### src/design/c3lbf_pkg.sv
// Shared constants, register codes and types of the 3x3 line-buffer filter.
`timescale 1ns / 1ps
package c3lbf_pkg;

	localparam int MAX_COLS    = 128;
	localparam int PIXEL_WIDTH = 16;
	localparam int COEF_BITS   = 16;
	localparam int MAX_ROWS    = 4096;

	localparam int ROWS_W     = 13;
	localparam int COLS_W     = 8;
	localparam int KROW_W     = 48;
	localparam int ROW_CNT_W  = 12;
	localparam int CFG_IDX_W  = 3;
	localparam int CFG_DATA_W = 48;

	localparam logic [ROWS_W-1:0] FRAME_ROWS_RESET = ROWS_W'(128);
	localparam logic [COLS_W-1:0] FRAME_COLS_RESET = COLS_W'(128);

	typedef enum logic [CFG_IDX_W-1:0] {
		REG_FRAME_ROWS    = 3'd0,
		REG_FRAME_COLS    = 3'd1,
		REG_KERNEL_TOP    = 3'd2,
		REG_KERNEL_MIDDLE = 3'd3,
		REG_KERNEL_BOTTOM = 3'd4
	} cfg_reg_t;

endpackage

### src/design/c3lbf_line_store.sv
// Dual line store: one memory word per column holding the two previous rows, with write forwarding.
`timescale 1ns / 1ps
module c3lbf_line_store #(
	parameter int DEPTH = c3lbf_pkg::MAX_COLS,
	parameter int WIDTH = 2 * c3lbf_pkg::PIXEL_WIDTH
) (
	input  logic                     clk,
	input  logic                     arst_n,
	input  logic                     rd_en,
	input  logic [$clog2(DEPTH)-1:0] rd_addr,
	input  logic                     wr_en,
	input  logic [$clog2(DEPTH)-1:0] wr_addr,
	input  logic [WIDTH-1:0]         wr_data,
	output logic [WIDTH-1:0]         rd_data
);
	logic [WIDTH-1:0] mem [DEPTH];
	logic [WIDTH-1:0] rd_q;
	logic [WIDTH-1:0] byp_data_q;
	logic             byp_q;

	always_ff @(posedge clk) begin
		if (wr_en) begin
			mem[wr_addr] <= wr_data;
		end
		if (rd_en) begin
			rd_q       <= mem[rd_addr];
			byp_data_q <= wr_data;
		end
	end

	// A read of the column being written in the same cycle must see the new word.
	always_ff @(posedge clk or negedge arst_n) begin
		if (!arst_n) begin
			byp_q <= 1'b0;
		end else if (rd_en) begin
			byp_q <= wr_en && (wr_addr == rd_addr);
		end
	end

	assign rd_data = byp_q ? byp_data_q : rd_q;
endmodule

### config.mk
export PLATFORM = sky130hd
export DESIGN_NAME = c3lbf_line_store
export DESIGN_NICKNAME = d
export VERILOG_FILES = /design/src/design/c3lbf_pkg.sv /design/src/design/c3lbf_line_store.sv
export SDC_FILE = /design/constraint.sdc
export NUM_CORES = 2
export LEC_CHECK = 0
export ABC_AREA = 1
export BUFFER_PORTS_ARGS = -buffer_cell sky130_fd_sc_hd__buf_2
export CAP_MARGIN = 20
export CORE_MARGIN = 8
export CORE_UTILIZATION = 55
export DETAILED_ROUTE_END_ITERATION = 7
export PLACE_DENSITY_LB_ADDON = 0.08
export SLEW_MARGIN = 40
export SYNTH_ARGS = -nofsm -noshare
export SYNTH_HDL_FRONTEND = slang
export SYNTH_SLANG_ARGS = --single-unit
### constraint.sdc
create_clock -name clk -period 4 [get_ports clk]
set_input_delay 1 -clock clk [delete_from_list [all_inputs] [get_ports clk]]
set_output_delay 1 -clock clk [all_outputs]
set_load 0.03 [all_outputs]
==> summary by stage <==
Detailed routing
For this block, the routed nets add up to 515600 um of wire. The total number of vias is approximately 110k. The number of nets with antenna violations after detailed routing is 0. The DRC violation count after routing is 0. The wire length per cell after detailed routing is roughly 29 um. The per-cell via count in the routed design is between 6 and 7. Before antenna repair, the detailed router went through 7 iterations. After the first detailed-routing iteration, the DRC count stood at ~15000.

Synth
The adder-cell area share of the yosys netlist is 0%. Sequential elements use about three quarters of the synthesized area. In this run the cell area of the synthesized design comes to around 170000 um^2.

The fraction of synthesized area in multiplexers is less than 1%. The dominant cell type by area after synthesis is sky130_fd_sc_hd__edfxtp_1. Counting flops and latches in the post-synthesis netlist gives 4161. The number of nets in the synthesized netlist is roughly 14000. The cell count after synthesis is roughly 13000. The parity-gate share of the synthesized area counting xor and xnor cells is less than 1%. The synthesized area divided by synthesized cell count is approximately 12 um^2. By area the synthesized netlist is led by sky130_fd_sc_hd__edfxtp_1 (75%), sky130_fd_sc_hd__nand3_1 (12%), sky130_fd_sc_hd__nand2_1 (9.4%). Summing the areas of all compound-gate instances in the mapped netlist gives 0.01500% of the synthesized area.

The synthesized-area fraction occupied by and/or/nand/nor cells is between 20% and 30%. Yosys printed 0 warnings. The share of the synthesized area in the top cell type is 74.86%.

The dominant combinational cell family by area after synthesis is simple AND/OR/NAND/NOR gates. The post-synthesis cell type count is 22.

STA
Counting I/O delays and the setup requirement, the final critical path takes around 3.6 ns. Summed over all failing endpoints, the final setup total negative slack is 0 ns. The final setup skew is approximately 0.046 ns. At the pin with the least slew margin, the transition time is 0.9400 ns.

The number of pins exceeding their max-slew limit in the final report was 0. Static timing analysis puts the maximum clock frequency at between 200 and 300 MHz. The total setup violations reported at the end of the flow is 0. Headroom to the max-slew limit came out at 37.33%. Dividing the final minimum period by the clock period gives between 90% and 100%. The hold slack is approximately 0.36 ns. Setup repair after global routing left no endpoint under its margin. The count of final hold-check violations is 0.

Global routing
The largest net degree at the start of global routing is ~140. The overall overflow remaining after global route is 0. The global-route usage over all layers is between 30 and 40%. The first global-routing pass estimated about 740000 um of wire.

The initial antenna violation count is 35. The via count of the first global-routing pass is 105600.

Setup path
The worst setup path is captured at a primary output. The worst register-to-register path ends at rd_q[14]. The startpoint-to-endpoint class of the critical path is reg2out. The type of element launching the critical path is a flip-flop.

The required time at the endpoint of the critical path is around 3.0 ns. The endpoint arrival time on the critical path is approximately 2.6 ns. The worst-case register-to-register setup slack is 1.71 ns. Along the worst path, the maximum fanout reaches 21. The worst register-to-register path begins at mem[52][14]. The depth of the most critical reg-to-reg path is 10.

Final layout
The finished cells cover approximately 190000 um^2. The final net count is about 14000. Cells fill 62.96% of the core in the end. Compared with the post-synthesis result, the final layout area differs by 14.05%. The final-layout fill cell count is 22660. Of the cells placed in the final design, the portion with a size suffix greater than 1 is a little over a tenth.

Placement
Input and output buffers added on the ports amount to a little over 80. The detailed placer's ending HPWL is 293900 um. The congestion estimate from routability-driven global placement came to 0.9172.

The instance area after placement is approximately 180000 um^2.

Pwr
VDD sags by at most 0.0004024 V. The leakage dissipation is 66.49 nW. Power comes to ~94 mW. In this run the power density over the cells is approximately 500 nW/um^2.

Outcome
The flow ran to the end, and the final reports show no timing, DRC or antenna violations.

Floorplanning
The floorplan step defined a die boundary enclosing roughly 320000 um^2. The width of the die is roughly 570 um. The die outline height is 566.8 um.

The initial cell density of the core is about 55%. After floorplanning, the core was divided into a little over 200 placement rows. In this run the count of I/O pins placed on the die edge is 82.

The total core area is 302300 um^2.

Min path
The path class of the lowest-slack min-delay path is in2async.

Clock network
The clock net in this run drives a total of approximately 4200 sinks. CTS placed an instance of sky130_fd_sc_hd__clkbuf_16 at the clock tree root. The clock passes through at most 4 buffers.

The source-to-sink clock delay at the later pin of the worst-skew pair is 0.97 ns. Post-CTS repair changed the size of 0 cells. After clock tree synthesis, the clock-pin slew on the worst setup and hold paths is around 0.060 ns.

The total CTS buffers is roughly 420. The clock tree from TritonCTS is yes. In this run the number of H-tree levels came out at 5.

Flow run
The number of max-cap violations is 0.
==> report_power, final <==
part           switching [mW]  internal, mW
Clock                    16.5          23.4
Combinational            4.65          1.60
Sequential             0.0823          48.2
Total                    21.3          73.2
==> cells in the final DEF, fill, tap and decap left out, types with 3 or more instances in the layout <==
cell type and instances:
sky130_fd_sc_hd__clkbuf_1 78, sky130_fd_sc_hd__inv_16 5, sky130_fd_sc_hd__nand2_2 9, sky130_fd_sc_hd__buf_2 43, sky130_fd_sc_hd__buf_8 3, sky130_fd_sc_hd__clkbuf_16 432
sky130_fd_sc_hd__nand2_1 4150, sky130_fd_sc_hd__clkinv_16 3, sky130_fd_sc_hd__nor2_1 6, sky130_fd_sc_hd__bufinv_16 57, sky130_fd_sc_hd__diode_2 20, sky130_fd_sc_hd__clkinv_8 4
sky130_fd_sc_hd__nor3_1 8, sky130_fd_sc_hd__clkinv_1 94, sky130_fd_sc_hd__mux2_2 32, sky130_fd_sc_hd__buf_6 10, sky130_fd_sc_hd__clkinvlp_4 7, sky130_fd_sc_hd__buf_4 400
sky130_fd_sc_hd__edfxtp_1 4160, sky130_fd_sc_hd__inv_1 19, sky130_fd_sc_hd__clkinv_2 91, sky130_fd_sc_hd__inv_6 7, sky130_fd_sc_hd__nand3_1 4035, sky130_fd_sc_hd__nor2_4 128
sky130_fd_sc_hd__buf_12 255
==> kinds of logic (layout without fill, tap and decap cells) <==
| kind of cell | count (synthesis) | in the layout |
|---|---|---|
| xor gates and xnor gates | 2 | 2 |
| AOI/OAI and AO/OA | 3 | 3 |
| DFF | 4161 | 4161 |
| buffers and inverters | 940 | 1512 |
| and+or+nand+nor | 8338 | 8338 |
| other | 0 | 20 |
| muxes | 32 | 32 |
==> registers in the layout, summed over array words and instances (netlist names) <==
register	count
mem	4096
byp_q	1
rd_q	32
byp_data_q	32
==> critical path, cell delays in order (launching register included) <==
cell                      delay (ns)
sky130_fd_sc_hd__dfrtp_4        0.75
sky130_fd_sc_hd__buf_4          0.33
sky130_fd_sc_hd__mux2_2         0.39
sky130_fd_sc_hd__buf_2          0.19
==> layer usage <==
layer  track usage, %  vias up  share of wire [%]
met5                0        -             0.0083
li1                 -    48830                  -
met1            44.66    55240                 40
met3            5.403      969                 11
met4            14.28        8                5.2
met2            47.19     6561                 44
==> synthesized netlist by cell type <==
master and count:
sky130_fd_sc_hd__buf_8 1, sky130_fd_sc_hd__nand4_1 2, sky130_fd_sc_hd__mux2_2 32, sky130_fd_sc_hd__dfrtp_1 1, sky130_fd_sc_hd__buf_4 80, sky130_fd_sc_hd__inv_4 2, sky130_fd_sc_hd__nor2_1 134, sky130_fd_sc_hd__buf_2 514
sky130_fd_sc_hd__inv_1 21, sky130_fd_sc_hd__inv_2 1, sky130_fd_sc_hd__nand2_1 4159, sky130_fd_sc_hd__xnor2_1 2, sky130_fd_sc_hd__nor3_1 8, sky130_fd_sc_hd__clkbuf_1 159, sky130_fd_sc_hd__o221ai_1 1, sky130_fd_sc_hd__nand3_1 4035
sky130_fd_sc_hd__edfxtp_1 4160, sky130_fd_sc_hd__buf_6 90, sky130_fd_sc_hd__clkinv_1 1, sky130_fd_sc_hd__o211ai_1 1, sky130_fd_sc_hd__buf_1 71, sky130_fd_sc_hd__o41ai_1 1
==> metrics by stage <==
stage | worst slack, ns | std cells
floorplan | 0.5964 | 13480
global placement | -0.01438 | 17250
detailed placement | -0.01529 | 17250
CTS | 0.2926 | 18030
global route | 0.3398 | 18030
finish | 0.3733 | 18050
==> worst max path at each step <==
| stage | from | depth (start not counted) | slack [ns] | endpoint |
|---|---|---|---|---|
| floorplan | wr_addr[2] | 5 | 0.60 | mem[109][0] |
| global placement | rd_addr[0] | 14 | -0.01 | rd_q[30] |
| detailed placement | rd_addr[0] | 14 | -0.02 | rd_q[30] |
| CTS | byp_q | 3 | 0.29 | rd_data[14] |
| global route | byp_q | 3 | 0.34 | rd_data[14] |
| finish | byp_q | 3 | 0.37 | rd_data[14] |
==> cell type report <==
| cell class | instances | area [um^2] | area share (%) |
|---|---|---|---|
| Inverter | 25 | 146.4 | 0.07692 |
| Clock inverter | 265 | 2840 | 1.492 |
| Sequential cell | 4161 | 124900 | 65.66 |
| Multi-Input combinational cell | 8375 | 37760 | 19.84 |
| Tap cell | 3978 | 4977 | 2.615 |
| Clock buffer | 510 | 11100 | 5.834 |
| Timing Repair Buffer | 712 | 8491 | 4.461 |
| Antenna cell | 20 | 50.05 | 0.02630 |
==> what timing repair did <==
action	4_1_cts	5_1_grt
endpoints found under the hold margin	1	0
endpoints found under the setup margin	0	0
hold buffers	1	0
buffers inserted	0	0
Power figures use the tool's default switching activity.
